`config.mk`:
```
export PLATFORM = sky130hd
export DESIGN_NAME = two_pool_block_allocator_top_flat
export DESIGN_NICKNAME = d
export VERILOG_FILES = /design/src/rtl/tpba_pkg.sv /design/src/rtl/tpba_req_if.sv /design/src/rtl/tpba_rsp_if.sv /design/src/rtl/tpba_scan.sv /design/src/rtl/two_pool_block_allocator_top.sv /design/src/flat_wrapper.sv
export SDC_FILE = /design/constraint.sdc
export NUM_CORES = 1
export LEC_CHECK = 0
export BUFFER_PORTS_ARGS = -buffer_cell sky130_fd_sc_hd__buf_2
export CAP_MARGIN = 20
export CORE_AREA = 2 2 139 141
export DETAILED_ROUTE_END_ITERATION = 7
export DIE_AREA = 0 0 141 143
export PLACE_DENSITY = 0.54
export SYNTH_ARGS = -nofsm -noshare
export SYNTH_HDL_FRONTEND = slang
export SYNTH_SLANG_ARGS = --single-unit
```
`constraint.sdc`:
```
create_clock -name clock -period 8.79 [get_ports clock]
set_clock_uncertainty 0.15 [all_clocks]
set_input_delay 0.879 -clock clock [delete_from_list [all_inputs] [get_ports clock]]
set_output_delay 0.879 -clock clock [all_outputs]
set_load 0.02 [all_outputs]
```
`src/rtl/tpba_pkg.sv`:
```
package tpba_pkg;

   // Default pool depth and configuration reset values
   localparam int unsigned BLOCKS_PER_POOL_DEF = 20;
   localparam logic [15:0] SMALL_BYTES_RESET   = 16'd50;
   localparam logic [15:0] LARGE_BYTES_RESET   = 16'd100;

   // Field widths of the request and response words
   localparam int unsigned BYTES_W  = 16;
   localparam int unsigned INDEX_W  = 6;
   localparam int unsigned FCOUNT_W = 7;

   typedef enum logic {
      CMD_ALLOC = 1'b0,
      CMD_FREE  = 1'b1
   } cmd_type;

   typedef enum logic [1:0] {
      PSEL_SMALL   = 2'd0,
      PSEL_LARGE   = 2'd1,
      PSEL_HEAP    = 2'd2,
      PSEL_INVALID = 2'd3
   } psel_type;

   typedef enum logic [1:0] {
      ST_OK          = 2'd0,
      ST_HEAP        = 2'd1,
      ST_DOUBLE_FREE = 2'd2,
      ST_BAD_ADDR    = 2'd3
   } status_type;

   typedef enum logic {
      POOL_SMALL = 1'b0,
      POOL_LARGE = 1'b1
   } pool_type;

   typedef enum logic {
      CSR_SMALL_BYTES = 1'b0,
      CSR_LARGE_BYTES = 1'b1
   } csr_index_type;

   typedef enum logic [3:0] {
      FSM_IDLE = 4'b0001,
      FSM_TAKE = 4'b0010,
      FSM_HINT = 4'b0100,
      FSM_DONE = 4'b1000
   } fsm_type;

endpackage

```
`src/rtl/tpba_req_if.sv`:
```
interface tpba_req_if;
   import tpba_pkg::*;

   logic                 valid;
   logic                 ready;
   cmd_type              command;
   logic [BYTES_W-1:0]   request_bytes;
   psel_type             pool_select;
   logic [INDEX_W-1:0]   block_index;

   modport source (output valid, command, request_bytes, pool_select, block_index,
                   input ready);
   modport sink   (input valid, command, request_bytes, pool_select, block_index,
                   output ready);
endinterface

```
`src/rtl/tpba_rsp_if.sv`:
```
interface tpba_rsp_if;
   import tpba_pkg::*;

   logic                 valid;
   logic                 ready;
   status_type           status;
   pool_type             pool_used;
   logic [INDEX_W-1:0]   block_given;
   logic [FCOUNT_W-1:0]  small_free_count;
   logic [FCOUNT_W-1:0]  large_free_count;

   modport source (output valid, status, pool_used, block_given, small_free_count,
                   large_free_count, input ready);
   modport sink   (input valid, status, pool_used, block_given, small_free_count,
                   large_free_count, output ready);
endinterface

```
`src/rtl/tpba_scan.sv`:
```
module tpba_scan #(
   parameter int unsigned BLOCKS_PER_POOL = tpba_pkg::BLOCKS_PER_POOL_DEF,
   parameter int unsigned IDX_W = (BLOCKS_PER_POOL > 1) ? $clog2(BLOCKS_PER_POOL) : 1
) (
   input  logic                       clock,
   input  logic                       load,
   input  logic [IDX_W-1:0]           load_idx,
   input  logic                       step,
   input  logic [BLOCKS_PER_POOL-1:0] free_map,
   output logic [IDX_W-1:0]           cur_idx,
   output logic                       hit
);
   import tpba_pkg::*;

   localparam logic [IDX_W-1:0] TOP_IDX = IDX_W'(BLOCKS_PER_POOL - 1);

   logic [IDX_W-1:0] idx_ff;
   logic [IDX_W-1:0] idx_in;

   // Walk down one block a cycle while step is high, wrapping from block zero to the top
   always_comb begin
      idx_in = idx_ff;
      if (load) begin
         idx_in = load_idx;
      end else if (step) begin
         idx_in = (idx_ff == '0) ? TOP_IDX : idx_ff - 1'b1;
      end
   end

   always_ff @(posedge clock) begin
      idx_ff <= idx_in;
   end

   assign cur_idx = idx_ff;
   assign hit     = free_map[idx_ff];

endmodule

```
`src/rtl/two_pool_block_allocator_top.sv`:
```
// Two-pool fixed block allocator.
// req_chan carries one word per command: allocate (request_bytes picks the
// small or large pool against the two size registers) or free (pool_select
// and block_index name the block). rsp_chan returns one word per request with
// the status, the pool and block handed out or freed, and both free counts.
// The csr_ port writes the small and large size limits; write them only while
// no request is in flight.
// A free is checked and applied when taken, then goes to the response. An
// allocate walks the free map one block per cycle with the shared down-scanner:
// it takes the block on the hint, which always names a free block, then walks
// on to the next free block for the new hint, unless the pool is now empty.
// Requests that fail go straight to the response. One request is worked on at
// a time; req_chan.ready is high only while the sequencer is idle, so the next
// word can be taken in the cycle after the response is loaded.
// The response sits in an output register: a stalled receiver holds the word
// there, and the next request is still accepted and worked on; only its final
// write-back waits for the register to empty.
// Reset (synchronous, active high) frees every block in both pools, sets both
// hints to the top block and loads the size limits with 50 and 100 bytes.
module two_pool_block_allocator_top #(
   parameter int unsigned BLOCKS_PER_POOL = tpba_pkg::BLOCKS_PER_POOL_DEF
) (
   input  logic                        clock,
   input  logic                        reset,
   tpba_req_if.sink                    req_chan,
   tpba_rsp_if.source                  rsp_chan,
   input  logic                        csr_we,
   input  tpba_pkg::csr_index_type     csr_index,
   input  logic [tpba_pkg::BYTES_W-1:0] csr_wdata
);
   import tpba_pkg::*;

   localparam int unsigned IDX_W = (BLOCKS_PER_POOL > 1) ? $clog2(BLOCKS_PER_POOL) : 1;
   localparam int unsigned CNT_W = $clog2(BLOCKS_PER_POOL + 1);
   localparam logic [IDX_W-1:0]           TOP_IDX  = IDX_W'(BLOCKS_PER_POOL - 1);
   localparam logic [CNT_W-1:0]           FULL_CNT = CNT_W'(BLOCKS_PER_POOL);
   localparam logic [BLOCKS_PER_POOL-1:0] ALL_FREE = '1;
   localparam logic [BLOCKS_PER_POOL-1:0] ONE_BIT  = BLOCKS_PER_POOL'(1);

   // size limits
   logic [BYTES_W-1:0] small_bytes_ff, small_bytes_in;
   logic [BYTES_W-1:0] large_bytes_ff, large_bytes_in;

   // pool state
   logic [BLOCKS_PER_POOL-1:0] small_map_ff, small_map_in;
   logic [BLOCKS_PER_POOL-1:0] large_map_ff, large_map_in;
   logic [IDX_W-1:0]           small_hint_ff, small_hint_in;
   logic [IDX_W-1:0]           large_hint_ff, large_hint_in;
   logic [CNT_W-1:0]           small_cnt_ff, small_cnt_in;
   logic [CNT_W-1:0]           large_cnt_ff, large_cnt_in;

   // sequencer and the word being built
   fsm_type          state_ff, state_in;
   pool_type         pool_ff, pool_in;
   status_type       status_ff, status_in;
   logic [IDX_W-1:0] blk_ff, blk_in;

   // response register
   logic                rsp_valid_ff, rsp_valid_in;
   status_type          rsp_status_ff, rsp_status_in;
   pool_type            rsp_pool_ff, rsp_pool_in;
   logic [INDEX_W-1:0]  rsp_blk_ff, rsp_blk_in;
   logic [FCOUNT_W-1:0] rsp_small_ff, rsp_small_in;
   logic [FCOUNT_W-1:0] rsp_large_ff, rsp_large_in;

   // shared scanner
   logic                       scan_load;
   logic [IDX_W-1:0]           scan_load_idx;
   logic                       scan_step;
   logic [BLOCKS_PER_POOL-1:0] scan_map;
   logic [IDX_W-1:0]           scan_idx;
   logic                       scan_hit;

   logic                       req_fire;
   logic                       rsp_free;
   logic                       idx_ok;
   logic [IDX_W-1:0]           req_idx;
   logic [BLOCKS_PER_POOL-1:0] req_bit;
   logic [BLOCKS_PER_POOL-1:0] scan_bit;
   logic [CNT_W-1:0]           cnt_left;

   tpba_scan #(
      .BLOCKS_PER_POOL (BLOCKS_PER_POOL),
      .IDX_W           (IDX_W)
   ) u_scan (
      .clock    (clock),
      .load     (scan_load),
      .load_idx (scan_load_idx),
      .step     (scan_step),
      .free_map (scan_map),
      .cur_idx  (scan_idx),
      .hit      (scan_hit)
   );

   assign req_chan.ready = (state_ff == FSM_IDLE);
   assign req_fire       = req_chan.valid && req_chan.ready;
   assign rsp_free       = !rsp_valid_ff || rsp_chan.ready;

   assign idx_ok   = {1'b0, req_chan.block_index} < 7'(BLOCKS_PER_POOL);
   assign req_idx  = req_chan.block_index[IDX_W-1:0];
   assign req_bit  = ONE_BIT << req_idx;
   assign scan_bit = ONE_BIT << scan_idx;
   assign scan_map = (pool_ff == POOL_LARGE) ? large_map_ff : small_map_ff;
   assign cnt_left = ((pool_ff == POOL_LARGE) ? large_cnt_ff : small_cnt_ff) - 1'b1;

   // size limit writes
   always_comb begin
      small_bytes_in = small_bytes_ff;
      large_bytes_in = large_bytes_ff;
      if (csr_we) begin
         case (csr_index)
            CSR_SMALL_BYTES: small_bytes_in = csr_wdata;
            CSR_LARGE_BYTES: large_bytes_in = csr_wdata;
            default: ;
         endcase
      end
   end

   // sequencer
   always_comb begin
      state_in      = state_ff;
      pool_in       = pool_ff;
      status_in     = status_ff;
      blk_in        = blk_ff;
      small_map_in  = small_map_ff;
      large_map_in  = large_map_ff;
      small_hint_in = small_hint_ff;
      large_hint_in = large_hint_ff;
      small_cnt_in  = small_cnt_ff;
      large_cnt_in  = large_cnt_ff;
      scan_load     = 1'b0;
      scan_load_idx = small_hint_ff;
      scan_step     = 1'b0;

      rsp_valid_in  = rsp_valid_ff && !rsp_chan.ready;
      rsp_status_in = rsp_status_ff;
      rsp_pool_in   = rsp_pool_ff;
      rsp_blk_in    = rsp_blk_ff;
      rsp_small_in  = rsp_small_ff;
      rsp_large_in  = rsp_large_ff;

      case (state_ff)
         FSM_IDLE: begin
            if (req_fire) begin
               pool_in   = POOL_SMALL;
               status_in = ST_OK;
               blk_in    = '0;
               state_in  = FSM_DONE;
               if (req_chan.command == CMD_ALLOC) begin
                  if (req_chan.request_bytes <= small_bytes_ff && small_cnt_ff != '0) begin
                     scan_load     = 1'b1;
                     scan_load_idx = small_hint_ff;
                     state_in      = FSM_TAKE;
                  end else if (req_chan.request_bytes > small_bytes_ff &&
                               req_chan.request_bytes <= large_bytes_ff &&
                               large_cnt_ff != '0) begin
                     pool_in       = POOL_LARGE;
                     scan_load     = 1'b1;
                     scan_load_idx = large_hint_ff;
                     state_in      = FSM_TAKE;
                  end else begin
                     status_in = ST_HEAP;
                  end
               end else begin
                  // free: check the address, then the free map
                  if (req_chan.pool_select == PSEL_HEAP) begin
                     status_in = ST_HEAP;
                  end else if (req_chan.pool_select == PSEL_INVALID || !idx_ok) begin
                     status_in = ST_BAD_ADDR;
                  end else begin
                     blk_in = req_idx;
                     if (req_chan.pool_select == PSEL_LARGE) begin
                        pool_in = POOL_LARGE;
                        if (large_map_ff[req_idx]) begin
                           status_in = ST_DOUBLE_FREE;
                        end else begin
                           large_map_in  = large_map_ff | req_bit;
                           large_hint_in = req_idx;
                           large_cnt_in  = large_cnt_ff + 1'b1;
                        end
                     end else begin
                        if (small_map_ff[req_idx]) begin
                           status_in = ST_DOUBLE_FREE;
                        end else begin
                           small_map_in  = small_map_ff | req_bit;
                           small_hint_in = req_idx;
                           small_cnt_in  = small_cnt_ff + 1'b1;
                        end
                     end
                  end
               end
            end
         end
         FSM_TAKE: begin
            // advance until the first free block at or below the hint
            scan_step = 1'b1;
            if (scan_hit) begin
               blk_in = scan_idx;
               if (pool_ff == POOL_LARGE) begin
                  large_map_in = large_map_ff & ~scan_bit;
                  large_cnt_in = cnt_left;
               end else begin
                  small_map_in = small_map_ff & ~scan_bit;
                  small_cnt_in = cnt_left;
               end
               state_in = (cnt_left == '0) ? FSM_DONE : FSM_HINT;
            end
         end
         FSM_HINT: begin
            // find the next free block below, wrapping to the top, for the new hint
            if (scan_hit) begin
               if (pool_ff == POOL_LARGE) begin
                  large_hint_in = scan_idx;
               end else begin
                  small_hint_in = scan_idx;
               end
               state_in = FSM_DONE;
            end else begin
               scan_step = 1'b1;
            end
         end
         FSM_DONE: begin
            // hold the word until the response register is free
            if (rsp_free) begin
               rsp_valid_in  = 1'b1;
               rsp_status_in = status_ff;
               rsp_pool_in   = pool_ff;
               rsp_blk_in    = INDEX_W'(blk_ff);
               rsp_small_in  = FCOUNT_W'(small_cnt_ff);
               rsp_large_in  = FCOUNT_W'(large_cnt_ff);
               state_in      = FSM_IDLE;
            end
         end
         default: begin
            state_in = FSM_IDLE;
         end
      endcase
   end

   always_ff @(posedge clock) begin
      if (reset) begin
         state_ff       <= FSM_IDLE;
         rsp_valid_ff   <= 1'b0;
         small_bytes_ff <= SMALL_BYTES_RESET;
         large_bytes_ff <= LARGE_BYTES_RESET;
         small_map_ff   <= ALL_FREE;
         large_map_ff   <= ALL_FREE;
         small_hint_ff  <= TOP_IDX;
         large_hint_ff  <= TOP_IDX;
         small_cnt_ff   <= FULL_CNT;
         large_cnt_ff   <= FULL_CNT;
      end else begin
         state_ff       <= state_in;
         rsp_valid_ff   <= rsp_valid_in;
         small_bytes_ff <= small_bytes_in;
         large_bytes_ff <= large_bytes_in;
         small_map_ff   <= small_map_in;
         large_map_ff   <= large_map_in;
         small_hint_ff  <= small_hint_in;
         large_hint_ff  <= large_hint_in;
         small_cnt_ff   <= small_cnt_in;
         large_cnt_ff   <= large_cnt_in;
      end
   end

   always_ff @(posedge clock) begin
      pool_ff       <= pool_in;
      status_ff     <= status_in;
      blk_ff        <= blk_in;
      rsp_status_ff <= rsp_status_in;
      rsp_pool_ff   <= rsp_pool_in;
      rsp_blk_ff    <= rsp_blk_in;
      rsp_small_ff  <= rsp_small_in;
      rsp_large_ff  <= rsp_large_in;
   end

   assign rsp_chan.valid            = rsp_valid_ff;
   assign rsp_chan.status           = rsp_status_ff;
   assign rsp_chan.pool_used        = rsp_pool_ff;
   assign rsp_chan.block_given      = rsp_blk_ff;
   assign rsp_chan.small_free_count = rsp_small_ff;
   assign rsp_chan.large_free_count = rsp_large_ff;

endmodule
```
`src/flat_wrapper.sv`:
```
// flat-port wrapper written by rule: the top's interface ports become plain ports
module two_pool_block_allocator_top_flat import tpba_pkg::*;
#(
   parameter int unsigned BLOCKS_PER_POOL = tpba_pkg::BLOCKS_PER_POOL_DEF
)
  (clock, reset, csr_we, csr_index, csr_wdata, req_chan_valid, req_chan_command, req_chan_request_bytes, req_chan_pool_select, req_chan_block_index, req_chan_ready, rsp_chan_valid, rsp_chan_status, rsp_chan_pool_used, rsp_chan_block_given, rsp_chan_small_free_count, rsp_chan_large_free_count, rsp_chan_ready);
  tpba_req_if req_chan_i ();
  tpba_rsp_if rsp_chan_i ();
  input  logic clock;
  input  logic reset;
  input  logic csr_we;
  input  tpba_pkg::csr_index_type csr_index;
  input  logic [tpba_pkg::BYTES_W-1:0] csr_wdata;
  input wire logic [$bits(req_chan_i.valid)-1:0] req_chan_valid;
  input wire logic [$bits(req_chan_i.command)-1:0] req_chan_command;
  input wire logic [$bits(req_chan_i.request_bytes)-1:0] req_chan_request_bytes;
  input wire logic [$bits(req_chan_i.pool_select)-1:0] req_chan_pool_select;
  input wire logic [$bits(req_chan_i.block_index)-1:0] req_chan_block_index;
  output wire logic [$bits(req_chan_i.ready)-1:0] req_chan_ready;
  output wire logic [$bits(rsp_chan_i.valid)-1:0] rsp_chan_valid;
  output wire logic [$bits(rsp_chan_i.status)-1:0] rsp_chan_status;
  output wire logic [$bits(rsp_chan_i.pool_used)-1:0] rsp_chan_pool_used;
  output wire logic [$bits(rsp_chan_i.block_given)-1:0] rsp_chan_block_given;
  output wire logic [$bits(rsp_chan_i.small_free_count)-1:0] rsp_chan_small_free_count;
  output wire logic [$bits(rsp_chan_i.large_free_count)-1:0] rsp_chan_large_free_count;
  input wire logic [$bits(rsp_chan_i.ready)-1:0] rsp_chan_ready;
  assign req_chan_i.valid = req_chan_valid;
  assign req_chan_i.command = req_chan_command;
  assign req_chan_i.request_bytes = req_chan_request_bytes;
  assign req_chan_i.pool_select = req_chan_pool_select;
  assign req_chan_i.block_index = req_chan_block_index;
  assign req_chan_ready = req_chan_i.ready;
  assign rsp_chan_valid = rsp_chan_i.valid;
  assign rsp_chan_status = rsp_chan_i.status;
  assign rsp_chan_pool_used = rsp_chan_i.pool_used;
  assign rsp_chan_block_given = rsp_chan_i.block_given;
  assign rsp_chan_small_free_count = rsp_chan_i.small_free_count;
  assign rsp_chan_large_free_count = rsp_chan_i.large_free_count;
  assign rsp_chan_i.ready = rsp_chan_ready;
  two_pool_block_allocator_top #(.BLOCKS_PER_POOL(BLOCKS_PER_POOL)) u_core (.clock(clock), .reset(reset), .req_chan(req_chan_i), .rsp_chan(rsp_chan_i), .csr_we(csr_we), .csr_index(csr_index), .csr_wdata(csr_wdata));
endmodule
```
Yosys cells after proc, flatten, opt, wreduce, memory -nomap -nowiden

Index checks and enable logic that the tools add are counted.

Reduce and logical (&&, ||, !) cells: 27
Multiplexer cells: 107
Equal/unequal tests: 22
Div/mod/pow operators: 0
Shift operators: 2
Multipliers: 0
Bitwise logic cells: 6
Magnitude comparators: 6
Add/sub/neg operators: 4

Operator list:

| cell                                                                     | count |
|---|---|
| 20-bit 2-to-1 mux                                                        | 17 |
| 5-bit 2-to-1 mux                                                         | 46 |
| 20-bit one-hot mux with 2 select lines                                   | 2 |
| 5-bit one-hot mux with 2 select lines                                    | 5 |
| 20-bit bitwise AND                                                       | 2 |
| 20-bit OR                                                                | 2 |
| 1-bit by 5-bit left shift with 20-bit output (first input constant)      | 2 |
| 9-bit AND reduction                                                      | 4 |
| 16-bit less-or-equal comparator                                          | 2 |
| 4-bit 2-to-1 mux                                                         | 8 |
| 2-bit inequality test (second input constant)                            | 10 |
| 20-bit inverter                                                          | 1 |
| 1-bit 2-to-1 mux                                                         | 17 |
| 16-bit greater-than comparator                                           | 1 |
| 4-bit one-hot mux with 4 select lines                                    | 1 |
| 1-bit binary-select mux with 5-bit select                                | 3 |
| 2-bit 2-to-1 mux                                                         | 7 |
| 5-bit by 6-bit < comparator with 1-bit output (second input constant)    | 2 |
| 5-bit by 1-bit adder with 5-bit output (second input constant)           | 2 |
| 5-bit logical NOT                                                        | 2 |
| 2-bit by 1-bit inequality test with 1-bit output (second input constant) | 5 |
| 5-bit nonzero test                                                       | 2 |
| 5-bit by 1-bit subtractor with 5-bit output (second input constant)      | 2 |
| 2-bit AND reduction                                                      | 4 |
| 15 further kinds                                                         | 25 |

Logic and storage cells: 193
RAM bits: 0
Latch bits: 0
Register bits: 128
Memories kept: 0
Output and inout port bits: 25
ROM bits: 0
Bits of input ports: 47

Logic depth before layout (Yosys ltp)

Gate-level depths: netlist of run 1.

Word-level depth: 9
Gate-level depth with buffers: 11

Cells and area by module

Synthesis of run 1 repeated with hierarchy kept, for this count alone.

Cell total of the unflattened synthesis: 818
Area, all modules: 7,354.6 µm²

Modules (own cells, without submodules):

| module                       | instances | sequential area each (µm²) | cells an instance | area each (µm²) |
|---|---|---|---|---|
| two_pool_block_allocator_top | 1         | 2,722.6                    | 778               | 6,899.1 |
| tpba_scan                    | 1         | 150.1                      | 40                | 455.4 |

Worst setup path after synthesis of run 1

No wires, ideal clock.

Path kind: input-to-reg
Start: input port req_chan_block_index[0]
End: register u_core.small_cnt_ff[3]
Slack: 5.490 ns
Cell stages on the path: 9
Arrival: 3.032 ns
Library setup time: 0.117 ns
Path buffers: 2
Path through: buf_2 > buf_2 > mux4_2 > a22oi_1 > o211ai_1 > or3_1 > o31ai_2 > nand2_1 > a32o_1

Longest elaborated chain between the ends: 5
Elaborated cells on any way between the ends: 8
Classes of those cells: 1 x order compare; 2 x eq/ne; 2 x mux; 3 x reduce/logical

RTL lines:

| what                                          | line                                | text |
|---|---|---|
| from (decl)                                   | flat_wrapper.sv:18                  | `input wire logic [$bits(req_chan_i.block_index)-1:0] req_chan_block_index;` |
| 6-bit by 5-bit < comparator with 1-bit output | two_pool_block_allocator_top.sv:99  | `assign idx_ok = {1'b0, req_chan.block_index} < 7'(BLOCKS_PER_POOL);` |
| 1-bit logical NOT                             | two_pool_block_allocator_top.sv:168 | `end else if (req_chan.pool_select == PSEL_INVALID \|\| !idx_ok) begin` |
| 1-bit logical OR                              | two_pool_block_allocator_top.sv:168 |  |
| 2-bit inequality test (no source line)        | --                                  |  |
| 9-bit AND reduction (no source line) *        | --                                  |  |
| to (signal assigned)                          | two_pool_block_allocator_top.sv:261 | `small_cnt_ff <= small_cnt_in;` |
| to (decl)                                     | two_pool_block_allocator_top.sv:49  | `logic [CNT_W-1:0] small_cnt_ff, small_cnt_in;` |

Mark *: on every way between the ends. The rest lies on a longest branch, timed or not. The select of a mux whose other input is x is not followed.
A chain may end at the register's enable or synchronous reset.

Worst setup path after layout of run 1

Start: input port req_chan_block_index[0]
End: register u_core.large_map_ff[9]

Longest elaborated chain between the ends: 9
Elaborated cells on any way between the ends: 17
Classes of those cells: 1 x order compare; 2 x eq/ne; 1 x shift; 9 x mux; 1 x bitwise; 3 x reduce/logical

RTL lines:

| what                                         | line                                | text |
|---|---|---|
| 1-bit by 5-bit left shift with 20-bit output | two_pool_block_allocator_top.sv:101 | `assign req_bit = ONE_BIT << req_idx;` |
| 20-bit OR                                    | two_pool_block_allocator_top.sv:177 | `large_map_in = large_map_ff \| req_bit;` |
| 20-bit 2-to-1 mux                            | two_pool_block_allocator_top.sv:174 | `if (large_map_ff[req_idx]) begin` |
| 20-bit 2-to-1 mux                            | two_pool_block_allocator_top.sv:172 | `if (req_chan.pool_select == PSEL_LARGE) begin` |
| 20-bit 2-to-1 mux                            | two_pool_block_allocator_top.sv:168 |  |
| 20-bit 2-to-1 mux                            | two_pool_block_allocator_top.sv:166 | `if (req_chan.pool_select == PSEL_HEAP) begin` |
| 20-bit 2-to-1 mux                            | two_pool_block_allocator_top.sv:149 | `if (req_chan.command == CMD_ALLOC) begin` |
| 20-bit 2-to-1 mux                            | two_pool_block_allocator_top.sv:144 | `if (req_fire) begin` |
| 20-bit one-hot mux with 2 select lines       | two_pool_block_allocator_top.sv:142 | `case (state_ff)` |
| to (signal assigned)                         | two_pool_block_allocator_top.sv:258 | `large_map_ff <= large_map_in;` |
| to (decl)                                    | two_pool_block_allocator_top.sv:46  | `logic [BLOCKS_PER_POOL-1:0] large_map_ff, large_map_in;` |

Parallel ways exist; a longest one is shown, timed or not. The select of a mux whose other input is x is not followed.

==> results of run 1 <==
[worst register-to-register path: stages (launching register included)]
cell and delay (ps):
edfxtp_1 650, buf_4 360, nor4b_1 750, a32o_1 240, a211o_1 190, o21ai_1 110
a21oi_2 860, nand3_1 170, a32oi_1 280
[cell usage after synthesis (5+ instances only)]
cell / count
edfxtp_1: 31
a211oi_1: 9
ha_1: 43
nand4_1: 20
o21ai_1: 6
a31oi_1: 6
buf_2: 8
a31o_1: 6
nor4_1: 5
nor2b_1: 14
nor3_1: 17
mux2i_1: 23
o21ai_0: 16
a221o_1: 17
mux2_2: 8
a21oi_1: 68
a32oi_1: 10
buf_4: 8
nand3_1: 20
nand2_1: 99
nor3b_1: 9
inv_1: 56
mux4_2: 17
and3_1: 9
o211ai_1: 8
dfxtp_1: 97
clkbuf_1: 40
nor2_1: 36
nor4b_1: 5
[registers in the layout (all words and copies together) (netlist names), 4 cells and up]
register / cells
u_core.blk_ff: 5
u_core.large_bytes_ff: 16
u_core.large_cnt_ff: 5
u_core.large_hint_ff: 5
u_core.large_map_ff: 20
u_core.rsp_chan.block_given: 5
u_core.rsp_chan.large_free_count: 5
u_core.rsp_chan.small_free_count: 5
u_core.small_bytes_ff: 16
u_core.small_cnt_ff: 5
u_core.small_hint_ff: 5
u_core.small_map_ff: 20
u_core.state_ff: 4
u_core.u_scan.cur_idx: 5
[power by group through the flow]
| stage | Combinational [W] | Clock [W] | Sequential (W) |
|---|---|---|---|
| 2_1_floorplan | 0.000142 | 0 | 0.000661 |
| 3_3_place_gp | 0.000198 | 0 | 0.000669 |
| 3_5_place_dp | 0.000200 | 0 | 0.000671 |
| 4_1_cts | 0.000202 | 0.000783 | 0.000658 |
| 5_1_grt | 0.000223 | 0.000811 | 0.000662 |
| 6_report | 0.000203 | 0.000777 | 0.000658 |
[path summary, 6_finish.rpt]
| check | startpoint | to | slack, ps |
|---|---|---|---|
| setup reg to reg | u_core.pool_ff | u_core.large_map_ff[9] | 4960 |
| setup / recovery | req_chan_block_index[0] | u_core.large_map_ff[9] | 4820 |
| hold reg to reg | u_core.blk_ff[2] | u_core.rsp_chan.block_given[2] | 270 |
| hold / removal | u_core.blk_ff[2] | u_core.rsp_chan.block_given[2] | 270 |
[area by class of cell]
cell class                 count  area (um^2)  area share, %
multi-input combinational    559         4019          47.66
sequential                   128         2873          34.07
clock buffer                  18        429.2          5.090
timing repair buffer          74        390.4          4.630
tap                          234        292.8          3.472
clock inverter                14        214.0          2.537
inverter                      57        214.0          2.537
[layer usage]
layer  GRT usage (%)  wire length, um  up-vias
met5               0                0        -
met4           8.579              487        0
met1           27.33             9350     3125
met3           4.829             1298       39
li1                -                -     3019
met2           34.15             9584      243
[through the flow]
stage	setup slack (ps)	total power, W	cell area (um^2)	util (%)	hold WS [ps]
final	4821	0.001638	8432	45.38	271.3
after global routing	4605	0.001695	8432	45.38	280.7
after CTS	4890	0.001643	8432	45.38	272.5
after detailed placement	4438	0.0008713	7789	41.92	258.9
after global placement	4605	0.0008664	7789	41.92	253.7
after floorplan	5490	0.0008030	7351	-	250.3
[placed cells by master (no fill, tap or decap), types with 5 or more instances in the layout]
cell type  instances
ha_1              43
nor3_1            17
a21oi_1           68
o211ai_1           8
bufinv_16          5
buf_2             66
inv_1             56
buf_4              8
clkbuf_16         17
a211oi_1           9
nor2b_1           14
edfxtp_1          31
a31o_1             6
conb_1             5
mux4_2            17
nor3b_1            9
o21ai_1            6
a221o_1           17
o21ai_0           16
and3_1             9
mux2i_1           23
mux2_2             8
a31oi_1            6
nand2_1           99
nor4_1             5
a32oi_1           10
nor2_1            36
nand4_1           20
nand3_1           20
dfxtp_1           97
[cells by family after synthesis]
kind of cell | Yosys count
xor+xnor | 8
buf+inv | 115
mux | 48
other cells | 1
simple gates | 260
fa+ha+maj | 43
compound gates | 195
flops | 128
==> results by group, run 1 <==
Power and ir drop
  • Internal power: around 0.0012 W
  • Combinational share of power: about an eighth
  • Worst vdd ir: 138.1 uV
  • Pleak: between 3 and 4 nW
  • Sw Share: a little over a quarter
  • Seq pwr share: between 40% and 50%
  • Clock network fraction of total power: 47.4%
  • Power density cells: approximately 190 mW/mm^2
  • Psw: between 0.0004 and 0.0005 W

Synthesis
  • Synth Area in Simple Gates: between 10% and 20%
  • Syn Area/Cell: 9.193 um^2
  • Largest family of logic cells by synthesized area: compound AO/OA/AOI/OAI gates
  • Gate Count Post-Synth: 798
  • Synth Register Bits: about 130
  • Multiplexer share of the synthesized area: 9.586%
  • Async S/R FF share, synth: 0%
  • Register area share after synthesis: a little under 40%
  • Synth warn: 0
  • Yosys top cell area share: 26.47%
  • Top_reg_cell synth: dfxtp_1
  • Largest cells by area after synthesis: dfxtp_1 26%, edfxtp_1 13%, ha_1 7.3%, mux4_2 5.2%, nand2_1 5.1%
  • Post-synth EDFFs: 31
  • Synth cell types: about 70
  • Cell area after synthesis: 0.007336 mm^2
  • Post-synth top area cell: dfxtp_1
  • Adder-cell area share of the yosys netlist: between 7 and 8%
  • Post-synthesis compound-gate area fraction: 18.71%
  • Xor/xnor share of the synthesized area: 0.9551%

Setup path
  • Top delay family on crit path: compound AO/OA/AOI/OAI gates
  • Crit. End Element: register
  • Reg2reg path depth: 8
  • CP Cell Sequence: buf_2, mux4_2, a211o_1, a31oi_2, a41oi_1, a21oi_2, nand3_1, a32oi_1
  • Worst EP arrival: 4160 ps
  • CP Buf/Inv Count: 1
  • Crit start category: input pin
  • CP Class: input pin to register
  • Max incr delay on CP: 940 ps
  • CP required: about 9000 ps
  • Slowest-stage cell, CP: a21oi_2
  • Worst path depth: 8
  • Max FO, Critical Path: 24

Clock tree
  • Post_cts resized: 0
  • CTS tree: done
  • Clock-pin slew on the worst setup and hold paths: 60 ps
  • H-tree depth: 4
  • Worst-Skew Late Latency: 430 ps
  • CTS Buf Count: 17
  • CTS Root Cell: clkbuf_16
  • CTS max path bufs: 2
  • Hold-fix buffers, CTS: 0
  • Clk sinks: 128
  • Post-CTS Setup Bufs: 0

Placed design
  • Detailed Place HPWL: 14450 um
  • Routability cong.: between 0.8 and 0.9
  • Port bufs: 66
  • Placed Cells: around 1.1k

Floorplanning
  • CORE AREA: 0.01858 mm^2
  • I/O pin cnt: 72
  • Die H: 143 um
  • Die width: approximately 140 um
  • Placement Rows: 50
  • Starting Density: 39.48%
  • Area of the die: ~0.02 mm^2

STA
  • Worst rel slew slack: 24.34%
  • RSZ-0062 raised after global routing: false
  • Worst slew pin tran: between 1000 and 1500 ps
  • Fin crit period: 3969 ps
  • Final hold violation count: 0
  • Final setup vio count: 0
  • Max frequency: 252.0 MHz
  • Final setup TNS: 0 ps
  • Period utilization: 45.15%
  • Slew Limit Fails: 0

Routing
  • DR iter-0 viols: 507
  • Per-cell routed wire length: 19.12 um
  • Avg Vias per Cell: 5.928
  • Final ANT Viol Nets: 0
  • Final wirelength: 20720 um
  • Via count: 6426
  • Pre-antenna DRT Iters: 5
  • # DRC: 0

Global routing
  • Number of antenna violations at the first check in global routing: 0
  • Vias in the first global route: approximately 6.3k
  • Largest net degree at the start of global routing: 57
  • First-pass GRT wire length: approximately 33000 um
  • GRT Total Usage: a little over a fifth
  • Grt ovf: 0

Run status
  • Status: complete, no violations

Cells and area
  • Area grow syn2layout: 14.94%
  • Ant. Diodes: 0
  • Layout Cells excl Fill: 1084
  • Layout cell share with drive strength beyond 1: between 10% and 20%
  • Fillers: 1763
  • Final net count: 927

Min path
  • Hold Path Stages: 0
  • HP Class: register to register

Flow run
  • Max cap viols: 0
Note: power is estimated with default switching activity, not from simulation.
==> run 2, diff against run 1 <==
Settings changed: ABC_AREA set to 1, CORE_AREA 2 2 139 141 to 2 2 145 147, DIE_AREA 0 0 141 143 to 0 0 147 149.
Clock period 8.79 ns to 3.9 ns, I/O delays scaled along.
==> run 2 against run 1 <==
Against the previous run:
- sequential power increased to 3.1 times the previous value
- design area increased by 8.3%
- via count increased by 22%
- worst hold slack got worse by 230 ps
- global-route usage increased by 1.0 points
- critical path depth increased by 5
- sequential share of layout area decreased by 2.6 points
- utilization decreased by 0.96 points
- combinational power increased to 14 times the previous value
- critical endpoint is now u_core.small_map_ff[2]
- largest cell class unchanged
==> results by group, run 2 <==
STA
  • Final hold violation count: 0
  • Hold WS: 45.89 ps
  • Worst rel slew slack: 33.69%
  • Fin crit period: a little under 3000 ps
  • Final setup vio count: 0
  • Max frequency: 337.9 MHz
  • RSZ-0062 raised after global routing: false
  • Period utilization: 75.89%
  • Slew Limit Fails: 0
  • Final setup TNS: 0 ps
  • Worst slew pin tran: 994.6 ps

Setup path
  • CP required: between 4000 and 5000 ps
  • CP Class: register to register
  • Max FO, Critical Path: 25
  • Crit. End Element: register
  • Worst EP arrival: 3160 ps
  • Crit start category: register
  • Slowest-stage cell, CP: nor2_4
  • Critical path's most frequent cell: nand2_1
  • Max incr delay on CP: 620 ps
  • CP Cell Sequence: inv_1, nand3_1, nand2_1, nand2_1, nand2_1, clkinv_1, nand2_1, nand2_1, nand4_4, nand3_4, nor2_4, o21ai_0, nand3_1

Cells and area
  • Layout cell share with drive strength beyond 1: 11.01%
  • Most frequent cells in the layout: 280 x nand2_1, 154 x inv_1, 126 x o21ai_0, 119 x nor2_1, 105 x nand3_1
  • Area grow syn2layout: 13.59%
  • Most common cell after layout, fill and taps aside: nand2_1
  • Final Instance Area: 0.009133 mm^2
  • Largest regs: u_core.large_map_ff x20, u_core.small_map_ff x20
  • Final net count: 1321

Routing
  • Final ANT Viol Nets: 0
  • Final wirelength: 23720 um
  • Pre-antenna DRT Iters: 7
  • # DRC: 0
  • Avg Vias per Cell: between 5 and 6
  • DR iter-0 viols: 663
  • Via count: about 8k
  • Per-cell routed wire length: 15.61 um

Global routing
  • First-pass GRT wire length: 38140 um
  • Number of antenna violations at the first check in global routing: 2
  • Grt ovf: 0
  • Vias in the first global route: 7221
  • Largest net degree at the start of global routing: a little under 60
  • GRT Total Usage: 22.12%

Clock tree
  • CTS tree: done
  • Clk sinks: 128
  • Post_cts resized: 0
  • Post-CTS Setup Bufs: 0
  • CTS Buf Count: 17
  • Hold-fix buffers, CTS: 1
  • H-tree depth: 4
  • Clock-pin slew on the worst setup and hold paths: approximately 60 ps
  • CTS max path bufs: 2
  • CTS Root Cell: clkbuf_16
  • Worst-Skew Late Latency: 430 ps

Floorplanning
  • I/O pin cnt: roughly 70
  • CORE AREA: roughly 0.02 mm^2
  • Starting Density: 39.11%
  • Die H: 149 um
  • Area of the die: 0.02190 mm^2
  • Die width: 147 um
  • Placement Rows: between 50 and 60

Placed design
  • Placed instance area: about 0.0085 mm^2
  • Routability cong.: 0.9609
  • Detailed Place HPWL: 16860 um
  • Port bufs: 66

Synthesis
  • Cell area after synthesis: between 0.008 and 0.009 mm^2
  • Register area share after synthesis: 35.73%
  • Gate Count Post-Synth: 1182
  • Synth cell types: 43
  • Async S/R FF share, synth: 0%
  • Largest cells by area after synthesis: dfxtp_1 24%, nand2_1 13%, edfxtp_1 12%, o21ai_0 7.8%, inv_1 7.2%
  • Most frequent cell after synthesis: nand2_1
  • Commonest cells post-synth: 280 x nand2_1, 155 x inv_1, 126 x o21ai_0
  • Post-synth top area cell: dfxtp_1
  • Synth warn: 0
  • Post-synth EDFFs: 31
  • Top_reg_cell synth: dfxtp_1
  • Yosys top cell area share: roughly a quarter
  • Synth Register Bits: 128
  • Syn Area/Cell: 6.802 um^2

Min path
  • HP Class: input pin to register

Power and ir drop
  • Power density cells: 699.6 mW/mm^2
  • Pleak: 4.328 nW
  • Worst vdd ir: 496.2 uV

Run status
  • Status: complete, no violations

Flow run
  • Max cap viols: 0
## run 2: logic make-up after synthesis
family	share of synthesized area, %
AOI/OAI and AO/OA	17.51
and+or+nand+nor	28.34
adders and majority gates	6.692
buffers and inverters	11.14
xor gates and xnor gates	0.5448
other	0.04664
DFF	35.73
## run 2: final cells by class
cell class,instances,area [um^2]
Clock inverter,11,101.3
Timing Repair Buffer,76,420.4
Fill cell,2193,11420
Multi-Input combinational cell,843,4290
Antenna cell,1,2.502
Inverter,165,619.3
Tap cell,275,344.1
Sequential cell,128,2873
Clock buffer,21,481.7
## run 2: where the power goes
group	internal [W]	total [W]	switching, W
registers	0.00176	0.00203	0.000273
clock network	0.000952	0.00159	0.000640
logic	0.000864	0.00276	0.00190
## run 2: per-layer routing
metal	GRT usage (%)	vias up	wire, um
met2	35.59	287	10490
li1	-	3959	-
met1	30.03	3580	11190
met4	6.635	2	389
met3	4.740	36	1640
met5	0	-	13
## run 2: per-stage QoR
stage          setup slack, ps  utilization [%]  instances  total power (W)
6_report                 940.2            44.42       1520         0.006389
2_1_floorplan             1676                -       1186         0.004112
5_1_grt                  722.9            44.42       1520         0.006903
4_1_cts                  955.1            44.41       1519         0.006422
3_5_place_dp             973.5            41.53       1486         0.004803
3_3_place_gp              1028            41.53       1486         0.004774
## run 2: path summary, 6_finish.rpt
check             cells past startpoint                              to                startpoint  slack [ps]
setup / recovery                     13          u_core.small_map_ff[2]  u_core.u_scan.cur_idx[0]         940
hold / removal                        3        u_core.large_bytes_ff[5]              csr_wdata[5]          50
setup reg to reg                     13          u_core.small_map_ff[2]  u_core.u_scan.cur_idx[0]         940
hold reg to reg                       0  u_core.rsp_chan.block_given[4]          u_core.blk_ff[4]         270
## run 2: critical path, delay by kind of cell, from the launching register on
kind / cells / cell delay [ps]
compound gates: 1 / 190
flops: 1 / 380
simple gates: 10 / 1690
buf+inv: 2 / 460
